File: src/rtl/round_robin_task_scheduler_unit_macros.svh
// Assertion helpers used by the scheduler controller RTL.
`ifndef ROUND_ROBIN_TASK_SCHEDULER_UNIT_MACROS_SVH
`define ROUND_ROBIN_TASK_SCHEDULER_UNIT_MACROS_SVH

// Same-cycle implication: cons must hold whenever ante holds.
`define RRTS_ASSERT_SAME(lbl, clk, rst, ante, cons, msg) \
   lbl: assert property (@(posedge clk) disable iff (rst) (ante) |-> (cons)) else $error(msg);

// Next-cycle implication: when ante holds, cons must hold in the cycle after.
`define RRTS_ASSERT_NEXT(lbl, clk, rst, ante, cons, msg) \
   lbl: assert property (@(posedge clk) disable iff (rst) (ante) |=> (cons)) else $error(msg);

`endif

File: src/rtl/rrts_pkg.sv
package rrts_pkg;

   // Table geometry
   localparam int MAX_TASKS   = 8;
   localparam int STACK_WORDS = 256;
   localparam int FRAME_WORDS = 31;

   localparam int SLOT_W = (MAX_TASKS > 1) ? $clog2(MAX_TASKS) : 1;
   localparam int CNT_W  = $clog2(MAX_TASKS + 1);
   localparam int ID_W   = 3;

   // Operation codes
   localparam logic [1:0] OP_CREATE = 2'd0;
   localparam logic [1:0] OP_SCHED  = 2'd1;
   localparam logic [1:0] OP_CLEAR  = 2'd2;

   // Status codes
   localparam logic [1:0] STATUS_OK    = 2'd0;
   localparam logic [1:0] STATUS_FAIL  = 2'd1;
   localparam logic [1:0] STATUS_EMPTY = 2'd2;

   typedef logic [SLOT_W-1:0] slot_idx_type;

   typedef enum logic [1:0] {
      SLOT_UNUSED  = 2'd0,
      SLOT_READY   = 2'd1,
      SLOT_RUNNING = 2'd2
   } slot_state_type;

   typedef enum logic [2:0] {
      FSM_IDLE,
      FSM_DECODE,
      FSM_SEARCH,
      FSM_LINK,
      FSM_WALK,
      FSM_RESUME,
      FSM_REPLY
   } fsm_state_type;

   typedef struct packed {
      logic [1:0]  op;
      logic [31:0] entry_addr;
      logic [31:0] saved_sp;
   } req_type;

   typedef struct packed {
      logic [1:0]      status;
      logic [ID_W-1:0] task_id;
      logic [31:0]     resume_sp;
   } rsp_type;

   // Write commands from the sequencer into the slot table
   typedef struct packed {
      logic           clear;
      logic           state_we;
      slot_idx_type   state_idx;
      slot_state_type state_val;
      logic           sp_we;
      slot_idx_type   sp_idx;
      logic [31:0]    sp_val;
      logic           ring_a_we;
      slot_idx_type   ring_a_idx;
      slot_idx_type   ring_a_val;
      logic           ring_b_we;
      slot_idx_type   ring_b_idx;
      slot_idx_type   ring_b_val;
   } tbl_wr_type;

   // One probed slot entry
   typedef struct packed {
      slot_state_type state;
      slot_idx_type   next;
      logic [31:0]    sp;
   } tbl_rd_type;

   function automatic logic [ID_W-1:0] to_id(input slot_idx_type slot);
      return ID_W'(slot);
   endfunction

   // Byte offset of a slot's initial frame from the stack region base
   function automatic logic [31:0] frame_offset(input slot_idx_type slot);
      logic [31:0] words;
      words = (32'(slot) + 32'd1) * 32'(STACK_WORDS);
      words = words - 32'(FRAME_WORDS);
      return words << 2;
   endfunction

endpackage

File: src/rtl/rrts_table.sv
module rrts_table
   import rrts_pkg::*;
(
   input  logic         clock,
   input  logic         reset,
   input  tbl_wr_type   tbl_wr,
   input  slot_idx_type probe_idx,
   output tbl_rd_type   probe
);

   slot_state_type state_ff [MAX_TASKS];
   slot_state_type state_in [MAX_TASKS];
   slot_idx_type   ring_ff  [MAX_TASKS];
   slot_idx_type   ring_in  [MAX_TASKS];
   logic [31:0]    sp_ff    [MAX_TASKS];
   logic [31:0]    sp_in    [MAX_TASKS];

   // Per-entry write decode
   always_comb begin
      for (int i = 0; i < MAX_TASKS; i++) begin
         state_in[i] = state_ff[i];
         ring_in[i]  = ring_ff[i];
         sp_in[i]    = sp_ff[i];
         if (tbl_wr.clear) begin
            state_in[i] = SLOT_UNUSED;
         end else if (tbl_wr.state_we && tbl_wr.state_idx == SLOT_W'(i)) begin
            state_in[i] = tbl_wr.state_val;
         end
         if (tbl_wr.ring_a_we && tbl_wr.ring_a_idx == SLOT_W'(i)) begin
            ring_in[i] = tbl_wr.ring_a_val;
         end
         if (tbl_wr.ring_b_we && tbl_wr.ring_b_idx == SLOT_W'(i)) begin
            ring_in[i] = tbl_wr.ring_b_val;
         end
         if (tbl_wr.sp_we && tbl_wr.sp_idx == SLOT_W'(i)) begin
            sp_in[i] = tbl_wr.sp_val;
         end
      end
   end

   // Slot states reset to unused; links and pointers are written before use
   always_ff @(posedge clock) begin
      for (int i = 0; i < MAX_TASKS; i++) begin
         if (reset) begin
            state_ff[i] <= SLOT_UNUSED;
         end else begin
            state_ff[i] <= state_in[i];
         end
         ring_ff[i] <= ring_in[i];
         sp_ff[i]   <= sp_in[i];
      end
   end

   // Single probe port
   always_comb begin
      probe.state = state_ff[probe_idx];
      probe.next  = ring_ff[probe_idx];
      probe.sp    = sp_ff[probe_idx];
   end

endmodule

File: src/rtl/rrts_ctrl.sv
`include "round_robin_task_scheduler_unit_macros.svh"

module rrts_ctrl
   import rrts_pkg::*;
(
   input  logic         clock,
   input  logic         reset,
   input  logic         req_valid,
   input  req_type      req_data,
   output logic         req_stall,
   input  logic [31:0]  stack_base,
   input  logic         out_free,
   output logic         out_load,
   output rsp_type      out_data,
   output slot_idx_type probe_idx,
   input  tbl_rd_type   probe,
   output tbl_wr_type   tbl_wr
);

   fsm_state_type      state_ff, state_in;
   req_type            req_ff, req_in;
   slot_idx_type       ptr_ff, ptr_in;
   slot_idx_type       slot_ff, slot_in;
   slot_idx_type       cur_ff, cur_in;
   logic [CNT_W-1:0]   tries_ff, tries_in;
   logic [CNT_W-1:0]   tc_ff, tc_in;
   logic               started_ff, started_in;
   rsp_type            result_ff, result_in;
   logic [31:0]        frame;

   assign frame = stack_base + frame_offset(slot_ff);

   // Next state
   always_comb begin
      state_in = state_ff;
      case (state_ff)
         FSM_IDLE: begin
            if (req_valid) state_in = FSM_DECODE;
         end
         FSM_DECODE: begin
            case (req_ff.op)
               OP_CREATE: begin
                  if (tc_ff >= CNT_W'(MAX_TASKS) || req_ff.entry_addr == '0) begin
                     state_in = FSM_REPLY;
                  end else begin
                     state_in = FSM_SEARCH;
                  end
               end
               OP_SCHED: begin
                  if (tc_ff == '0 || !started_ff) begin
                     state_in = FSM_REPLY;
                  end else begin
                     state_in = FSM_WALK;
                  end
               end
               default: state_in = FSM_REPLY;
            endcase
         end
         FSM_SEARCH: begin
            if (probe.state == SLOT_UNUSED) begin
               state_in = FSM_LINK;
            end else if (ptr_ff == SLOT_W'(MAX_TASKS - 1)) begin
               state_in = FSM_REPLY;
            end
         end
         FSM_LINK: state_in = FSM_REPLY;
         FSM_WALK: begin
            if (probe.state == SLOT_READY) begin
               state_in = FSM_REPLY;
            end else if (tries_ff == CNT_W'(MAX_TASKS)) begin
               state_in = FSM_RESUME;
            end
         end
         FSM_RESUME: state_in = FSM_REPLY;
         FSM_REPLY: begin
            if (out_free) state_in = FSM_IDLE;
         end
         default: state_in = FSM_IDLE;
      endcase
   end

   // Outputs, table writes and datapath updates
   always_comb begin
      req_stall  = (state_ff != FSM_IDLE);
      out_load   = 1'b0;
      out_data   = result_ff;
      probe_idx  = cur_ff;
      tbl_wr     = '0;
      req_in     = req_ff;
      ptr_in     = ptr_ff;
      slot_in    = slot_ff;
      cur_in     = cur_ff;
      tries_in   = tries_ff;
      tc_in      = tc_ff;
      started_in = started_ff;
      result_in  = result_ff;
      case (state_ff)
         FSM_IDLE: begin
            if (req_valid) req_in = req_data;
         end
         FSM_DECODE: begin
            result_in.status    = STATUS_FAIL;
            result_in.task_id   = '0;
            result_in.resume_sp = '0;
            case (req_ff.op)
               OP_CREATE: begin
                  ptr_in = '0;
               end
               OP_SCHED: begin
                  if (tc_ff == '0) begin
                     result_in.status    = STATUS_EMPTY;
                     result_in.resume_sp = req_ff.saved_sp;
                  end else if (!started_ff) begin
                     // First schedule only starts the current task
                     started_in          = 1'b1;
                     tbl_wr.state_we     = 1'b1;
                     tbl_wr.state_idx    = cur_ff;
                     tbl_wr.state_val    = SLOT_RUNNING;
                     result_in.status    = STATUS_OK;
                     result_in.task_id   = to_id(cur_ff);
                     result_in.resume_sp = probe.sp;
                  end else begin
                     // Save the preempted pointer and start the ring walk
                     if (probe.state == SLOT_RUNNING) begin
                        tbl_wr.sp_we     = 1'b1;
                        tbl_wr.sp_idx    = cur_ff;
                        tbl_wr.sp_val    = req_ff.saved_sp;
                        tbl_wr.state_we  = 1'b1;
                        tbl_wr.state_idx = cur_ff;
                        tbl_wr.state_val = SLOT_READY;
                     end
                     ptr_in   = probe.next;
                     tries_in = '0;
                  end
               end
               OP_CLEAR: begin
                  tbl_wr.clear     = 1'b1;
                  tc_in            = '0;
                  cur_in           = '0;
                  started_in       = 1'b0;
                  result_in.status = STATUS_OK;
               end
               default: ;
            endcase
         end
         FSM_SEARCH: begin
            // Lowest unused slot, one per cycle
            probe_idx = ptr_ff;
            if (probe.state == SLOT_UNUSED) begin
               slot_in = ptr_ff;
            end else if (ptr_ff != SLOT_W'(MAX_TASKS - 1)) begin
               ptr_in = ptr_ff + SLOT_W'(1);
            end
         end
         FSM_LINK: begin
            // Insert the new slot right after the current one
            tbl_wr.state_we  = 1'b1;
            tbl_wr.state_idx = slot_ff;
            tbl_wr.state_val = SLOT_READY;
            tbl_wr.sp_we     = 1'b1;
            tbl_wr.sp_idx    = slot_ff;
            tbl_wr.sp_val    = frame;
            tbl_wr.ring_a_we  = 1'b1;
            tbl_wr.ring_a_idx = slot_ff;
            if (tc_ff == '0) begin
               tbl_wr.ring_a_val = slot_ff;
               cur_in            = slot_ff;
            end else begin
               tbl_wr.ring_a_val = probe.next;
               tbl_wr.ring_b_we  = 1'b1;
               tbl_wr.ring_b_idx = cur_ff;
               tbl_wr.ring_b_val = slot_ff;
            end
            tc_in               = tc_ff + CNT_W'(1);
            result_in.status    = STATUS_OK;
            result_in.task_id   = to_id(slot_ff);
            result_in.resume_sp = frame;
         end
         FSM_WALK: begin
            // Follow ring links until a ready slot turns up
            probe_idx = ptr_ff;
            if (probe.state == SLOT_READY) begin
               cur_in              = ptr_ff;
               tbl_wr.state_we     = 1'b1;
               tbl_wr.state_idx    = ptr_ff;
               tbl_wr.state_val    = SLOT_RUNNING;
               result_in.status    = STATUS_OK;
               result_in.task_id   = to_id(ptr_ff);
               result_in.resume_sp = probe.sp;
            end else if (tries_ff != CNT_W'(MAX_TASKS)) begin
               ptr_in   = probe.next;
               tries_in = tries_ff + CNT_W'(1);
            end
         end
         FSM_RESUME: begin
            // No other ready slot: current task keeps running
            tbl_wr.state_we     = 1'b1;
            tbl_wr.state_idx    = cur_ff;
            tbl_wr.state_val    = SLOT_RUNNING;
            result_in.status    = STATUS_OK;
            result_in.task_id   = to_id(cur_ff);
            result_in.resume_sp = probe.sp;
         end
         FSM_REPLY: begin
            out_load = out_free;
         end
         default: ;
      endcase
   end

   always_ff @(posedge clock) begin
      if (reset) begin
         state_ff   <= FSM_IDLE;
         cur_ff     <= '0;
         tc_ff      <= '0;
         started_ff <= 1'b0;
      end else begin
         state_ff   <= state_in;
         cur_ff     <= cur_in;
         tc_ff      <= tc_in;
         started_ff <= started_in;
      end
      req_ff    <= req_in;
      ptr_ff    <= ptr_in;
      slot_ff   <= slot_in;
      tries_ff  <= tries_in;
      result_ff <= result_in;
   end

   // Checks
   `RRTS_ASSERT_SAME(a_count_bound, clock, reset, 1'b1, tc_ff <= CNT_W'(MAX_TASKS), "task count over table size")
   `RRTS_ASSERT_SAME(a_started_has_task, clock, reset, started_ff, tc_ff != '0, "started with empty table")
   `RRTS_ASSERT_SAME(a_walk_bound, clock, reset, state_ff == FSM_WALK, tries_ff <= CNT_W'(MAX_TASKS), "ring walk overran")
   `RRTS_ASSERT_NEXT(a_idle_hold, clock, reset, state_ff == FSM_IDLE && !req_valid, state_ff == FSM_IDLE, "left idle without a transaction")

endmodule

File: src/rtl/round_robin_task_scheduler_unit.sv
// Clear, unused op, failed create and schedule without a walk reply straight from decode.
// Create searches from slot 0 for the lowest free slot, then links it into the ring.
// Schedule with a ring walk follows ring links until a ready slot turns up, and the
// current task resumes when no other slot is ready.
// One transaction at a time: req_stall stays high until the unit is back in idle; the
// ring walk and the free-slot search step one table entry per cycle through a single probe port.
// Reset (synchronous, active high): table empty, stack base 0, no result pending.
module round_robin_task_scheduler_unit
   import rrts_pkg::*;
(
   input  logic        clock,
   input  logic        reset,
   input  logic        req_valid,
   output logic        req_stall,
   input  req_type     req_data,
   output logic        rsp_valid,
   input  logic        rsp_stall,
   output rsp_type     rsp_data,
   input  logic        csr_valid,
   output logic        csr_ready,
   input  logic [31:0] csr_data
);

   logic [31:0]  stack_base_ff, stack_base_in;
   logic         rsp_valid_ff, rsp_valid_in;
   rsp_type      rsp_data_ff, rsp_data_in;
   logic         out_free;
   logic         out_load;
   rsp_type      out_data;
   slot_idx_type probe_idx;
   tbl_rd_type   probe;
   tbl_wr_type   tbl_wr;

   // Stack region base register
   assign csr_ready     = 1'b1;
   assign stack_base_in = (csr_valid && csr_ready) ? csr_data : stack_base_ff;

   // Output register
   assign out_free = !rsp_valid_ff || !rsp_stall;

   always_comb begin
      rsp_valid_in = rsp_valid_ff && rsp_stall;
      rsp_data_in  = rsp_data_ff;
      if (out_load) begin
         rsp_valid_in = 1'b1;
         rsp_data_in  = out_data;
      end
   end

   always_ff @(posedge clock) begin
      if (reset) begin
         stack_base_ff <= '0;
         rsp_valid_ff  <= 1'b0;
      end else begin
         stack_base_ff <= stack_base_in;
         rsp_valid_ff  <= rsp_valid_in;
      end
      rsp_data_ff <= rsp_data_in;
   end

   assign rsp_valid = rsp_valid_ff;
   assign rsp_data  = rsp_data_ff;

   rrts_ctrl u_ctrl (
      .clock      (clock),
      .reset      (reset),
      .req_valid  (req_valid),
      .req_data   (req_data),
      .req_stall  (req_stall),
      .stack_base (stack_base_ff),
      .out_free   (out_free),
      .out_load   (out_load),
      .out_data   (out_data),
      .probe_idx  (probe_idx),
      .probe      (probe),
      .tbl_wr     (tbl_wr)
   );

   rrts_table u_table (
      .clock     (clock),
      .reset     (reset),
      .tbl_wr    (tbl_wr),
      .probe_idx (probe_idx),
      .probe     (probe)
   );

endmodule

File: config.mk
export PLATFORM = sky130hd
export DESIGN_NAME = round_robin_task_scheduler_unit
export DESIGN_NICKNAME = d
export VERILOG_FILES = /design/src/rtl/rrts_pkg.sv /design/src/rtl/rrts_table.sv /design/src/rtl/rrts_ctrl.sv /design/src/rtl/round_robin_task_scheduler_unit.sv
export VERILOG_INCLUDE_DIRS = /design/src /design/src/rtl
export SDC_FILE = /design/constraint.sdc
export NUM_CORES = 1
export LEC_CHECK = 0
export BUFFER_PORTS_ARGS = -buffer_cell sky130_fd_sc_hd__buf_2
export CAP_MARGIN = 20
export CORE_AREA = 2 2 198 200
export DETAILED_ROUTE_END_ITERATION = 12
export DIE_AREA = 0 0 200 202
export PLACE_DENSITY = 0.75
export SLEW_MARGIN = 20
export SYNTH_ARGS = -nofsm -noshare
export SYNTH_HDL_FRONTEND = slang
export SYNTH_SLANG_ARGS = --single-unit
File: constraint.sdc
create_clock -name clock -period 15.6 [get_ports clock]
set_input_delay 3.12 -clock clock [delete_from_list [all_inputs] [get_ports clock]]
set_output_delay 3.12 -clock clock [all_outputs]
set_load 0.1 [all_outputs]
==> impl_metrics.toml <==
[min_path]
hp-class = "flip-flop to flip-flop"
critical_hold_path_startpoint = "u_ctrl.out_data[15]$_DFFE_PP_"
timing.hold.worst_path_depth = 0

[timing]
hold_viol = 0
fmax_mhz = 167
timing.final.crit_period_ns = 5.98
final.period_utilization = 0.383
final_setup_violation_count = 0
setup_tns_final_ns = 0
rsz0062_at_grt = "no"
timing.final.ws_setup_ns = 9.62
final-max-slew-violation-count = 0
worst_clock_skew_ns = 0.0157
holdWs_ns = 0.417
relSlewSlack = 0.262
worst-slew-pin-transition_ns = 1.11

[cells_and_area]
finish.instance_area_um2 = 24300
antennaDiodeCount = 0
post_layout_instance_count_excluding_filler_cells = 2449
area_of_combinational_cells_with_multiple_inputs_um2 = 6870
core_util_final = 0.635
number_of_fillers_in_the_final_layout = 2821
area_delta_synth_final_pct = 13.1
design.final.nets = 2022
area.sequential_um2 = 14300
post_route_cells_drive_above_1_share = 0.151

[worst_setup_path]
crit_start = "u_ctrl.state_ff[2]$_SDFFE_PP0P_"
critical_path_peak_fanout = 48
worst-setup-path-type = "flip-flop to flip-flop"
rr_worst_depth = 9
required_ns = 15.85
timing.critical_path.to_type = "flip-flop"
start_kind = "flip-flop"
r2r_start = "u_ctrl.state_ff[2]$_SDFFE_PP0P_"
cp_data_arrival_time_ns = 6.23

[detailed_routing]
drt_drc_violations_left = 0
number_of_search_and_repair_iterations_in_the_first_detailed_routing_pass = 6
route.detailed.vias_per_inst = 5.97
route.detailed.wl_per_inst_um = 20.8
route.vias.total = 14600
drtAntennaViolNets = 0
wl_um = 51100
first_iter_violations = 1553

[pwr]
power_per_cell_area_nw_per_um2 = 190
pwr-share-clk = 0.256
net-switching-power_mw = 1.75
worst_ir_drop_vdd_mv = 0.221
total_leakage_power_nw = 9.09
p_int_mw = 2.85
power.switching_fraction = 0.380
power_frac_comb = 0.361
power.total_mw = 4.61
seq_power_share = 0.383

[global_route]
first_global_vias = 14300
grt.total_usage = 0.256
overflow = 0
grt_max_degree = 107
grt_pass1_wl_um = 78900
antenna_found_initial = 0

[clocking]
cts_tree = "built"
number_of_hold_buffers_added_after_cts = 0
cts_setup_buffers = 0
cts-htree-levels = 2
numClockSinks = 490
clockBufferDepth = 3
ctsRootBufferMaster = "sky130_fd_sc_hd__clkbuf_16"
worstSkewPairLatency_ns = 0.59
cts.clk_slew.worst_paths_ns = 0.06
tritoncts.num_buffers = 49
cts.repair.resized = 0

[synthesis]
yosysSeqAreaShare = 0.664
ys.flop_type = "sky130_fd_sc_hd__edfxtp_1"
synth.cell_area_um2 = 21500
mappedNetlistNets = 1911
synthesis.yosys.warnings = 0
ys_seq_elements = 490
postSynthAreaPerCell_um2 = 12.1
synth_async_sr_flop_share = 0
synth-edff-count = 446
syn_inst = 1780
synth_cell_type_count = 77

[place]
gp_congestion = 0.915
placement.cell_area_um2 = 22700
placement.setup.worst_slack_ns = 9.73
place_hpwl_um = 32100
place.port_buffers = 141
placed_cells_incl_taps = 2358

[outcome]
run_status = "completed"

[die]
design.core.area_um2 = 38300
std_cell_rows = 72
design.die.area_um2 = 40400
die_width_um = 200
floorplan.initialDensity = 0.561
fp.dieH_um = 202
ioPinCount = 143

[flow_run]
timing.max_cap.violations = 0
-- kinds of logic after synthesis --
group,count (synthesis),share of synthesized area
other,1,0.000175
and+or+nand+nor,784,0.163
muxes,82,0.0415
DFF,490,0.664
AOI/OAI and AO/OA,248,0.0782
xor gates and xnor gates,34,0.0142
adders and majority gates,28,0.0163
buffers and inverters,113,0.0224
-- path summary, 6_finish.rpt --
| path | slack [ns] | endpoint |
|---|---|---|
| setup / recovery | 9.62 | u_table.sp_ff[7][21]$_DFFE_PP_ |
| hold / removal | 0.42 | rsp_data[15]$_DFFE_PP_ |
| setup reg to reg | 9.62 | u_table.sp_ff[7][21]$_DFFE_PP_ |
| hold reg to reg | 0.42 | rsp_data[15]$_DFFE_PP_ |
-- cell usage in the layout (no fill, tap or decap), types with 11 or more instances in the layout --
cell and instances:
sky130_fd_sc_hd__a211o_1 14, sky130_fd_sc_hd__a21o_1 24, sky130_fd_sc_hd__a21oi_1 68, sky130_fd_sc_hd__a22o_1 12, sky130_fd_sc_hd__a31oi_1 12, sky130_fd_sc_hd__buf_2 141, sky130_fd_sc_hd__buf_4 16, sky130_fd_sc_hd__clkbuf_16 51
sky130_fd_sc_hd__clkinv_2 11, sky130_fd_sc_hd__dfxtp_1 44, sky130_fd_sc_hd__edfxtp_1 446, sky130_fd_sc_hd__ha_1 28, sky130_fd_sc_hd__inv_1 14, sky130_fd_sc_hd__mux2_2 19, sky130_fd_sc_hd__mux2i_1 56, sky130_fd_sc_hd__nand2_1 362
sky130_fd_sc_hd__nand2b_1 14, sky130_fd_sc_hd__nand3_1 214, sky130_fd_sc_hd__nor2_1 95, sky130_fd_sc_hd__nor2b_1 13, sky130_fd_sc_hd__nor3_1 16, sky130_fd_sc_hd__o21ai_0 38, sky130_fd_sc_hd__xnor2_1 18, sky130_fd_sc_hd__xor2_1 15
-- flip-flops by register name (all words and copies together) (netlist names) --
signal             flops
u_ctrl.ptr_ff          3
stack_base_ff         32
u_table.state_ff      16
u_ctrl.out_data       37
u_ctrl.slot_ff         3
u_ctrl.cur_ff          3
u_ctrl.started_ff      1
rsp_data              37
u_ctrl.tc_ff           4
u_ctrl.state_ff        3
u_ctrl.tries_ff        4
u_ctrl.req_ff         66
u_table.ring_ff       24
rsp_valid              1
u_table.sp_ff        256
-- cells in the mapped netlist (5+ instances only) --
master / count / area (um2)
sky130_fd_sc_hd__or2_2: 5 / 31.3
sky130_fd_sc_hd__o21ai_0: 38 / 190
sky130_fd_sc_hd__a22o_1: 12 / 105
sky130_fd_sc_hd__edfxtp_1: 446 / 13400
sky130_fd_sc_hd__and2_1: 10 / 62.6
sky130_fd_sc_hd__nor2b_1: 13 / 81.3
sky130_fd_sc_hd__o21ai_1: 7 / 35.0
sky130_fd_sc_hd__nor2_1: 98 / 368
sky130_fd_sc_hd__nor3b_1: 7 / 52.6
sky130_fd_sc_hd__ha_1: 28 / 350
sky130_fd_sc_hd__buf_1: 9 / 33.8
sky130_fd_sc_hd__nor4_1: 10 / 62.6
sky130_fd_sc_hd__mux2i_1: 58 / 581
sky130_fd_sc_hd__buf_2: 21 / 105
sky130_fd_sc_hd__nand2_1: 362 / 1360
sky130_fd_sc_hd__o21a_1: 5 / 37.5
sky130_fd_sc_hd__a21oi_1: 70 / 350
sky130_fd_sc_hd__nor3_1: 20 / 100
sky130_fd_sc_hd__o31ai_1: 6 / 45.0
sky130_fd_sc_hd__and3_1: 8 / 50.1
sky130_fd_sc_hd__clkbuf_1: 63 / 236
sky130_fd_sc_hd__nand2b_1: 14 / 87.6
sky130_fd_sc_hd__a31oi_1: 12 / 75.1
sky130_fd_sc_hd__a211oi_1: 7 / 52.6
sky130_fd_sc_hd__inv_1: 14 / 52.6
sky130_fd_sc_hd__dfxtp_1: 44 / 881
sky130_fd_sc_hd__nand3_1: 214 / 1070
sky130_fd_sc_hd__xnor2_1: 18 / 158
sky130_fd_sc_hd__or3_1: 6 / 37.5
sky130_fd_sc_hd__xor2_1: 15 / 131
sky130_fd_sc_hd__a21o_1: 25 / 188
sky130_fd_sc_hd__a221o_1: 10 / 100
sky130_fd_sc_hd__mux2_2: 19 / 214
sky130_fd_sc_hd__a211o_1: 14 / 123
-- cell type report --
class                      count  share of cell area
clock inverter                36              0.0136
timing repair buffer         158              0.0344
tap                          518              0.0267
multi-input combinational   1177               0.283
sequential                   490               0.587
clock buffer                  55              0.0531
inverter                      15             0.00232
-- power by group through the flow --
stage          logic, mW  clock network, mW  registers [mW]
6_report            1.66               1.18            1.77
5_1_grt             1.83               1.25            1.78
4_1_cts             1.65               1.20            1.76
3_5_place_dp        1.64                  0            1.79
3_3_place_gp        1.59                  0            1.78
2_1_floorplan       1.22                  0            1.76
-- critical path, stage by stage, from the launching register on --
cell and delay (ns):
sky130_fd_sc_hd__dfxtp_1 0.86, sky130_fd_sc_hd__xnor2_2 0.20, sky130_fd_sc_hd__nor2_4 0.36, sky130_fd_sc_hd__mux2_4 0.66, sky130_fd_sc_hd__mux4_2 0.58, sky130_fd_sc_hd__nor2_1 0.24, sky130_fd_sc_hd__o21ba_2 0.91, sky130_fd_sc_hd__a21oi_1 0.41
sky130_fd_sc_hd__nor3_2 0.91, sky130_fd_sc_hd__buf_4 0.47
-- layer usage --
layer | global-route usage | up-vias | routed length (um)
li1 | - | 6784 | -
met1 | 0.357 | 7081 | 21000
met2 | 0.404 | 660 | 24100
met3 | 0.0451 | 101 | 4330
met4 | 0.0960 | 0 | 1590
met5 | 0 | - | 0
Note: power is estimated with default switching activity, not from simulation.
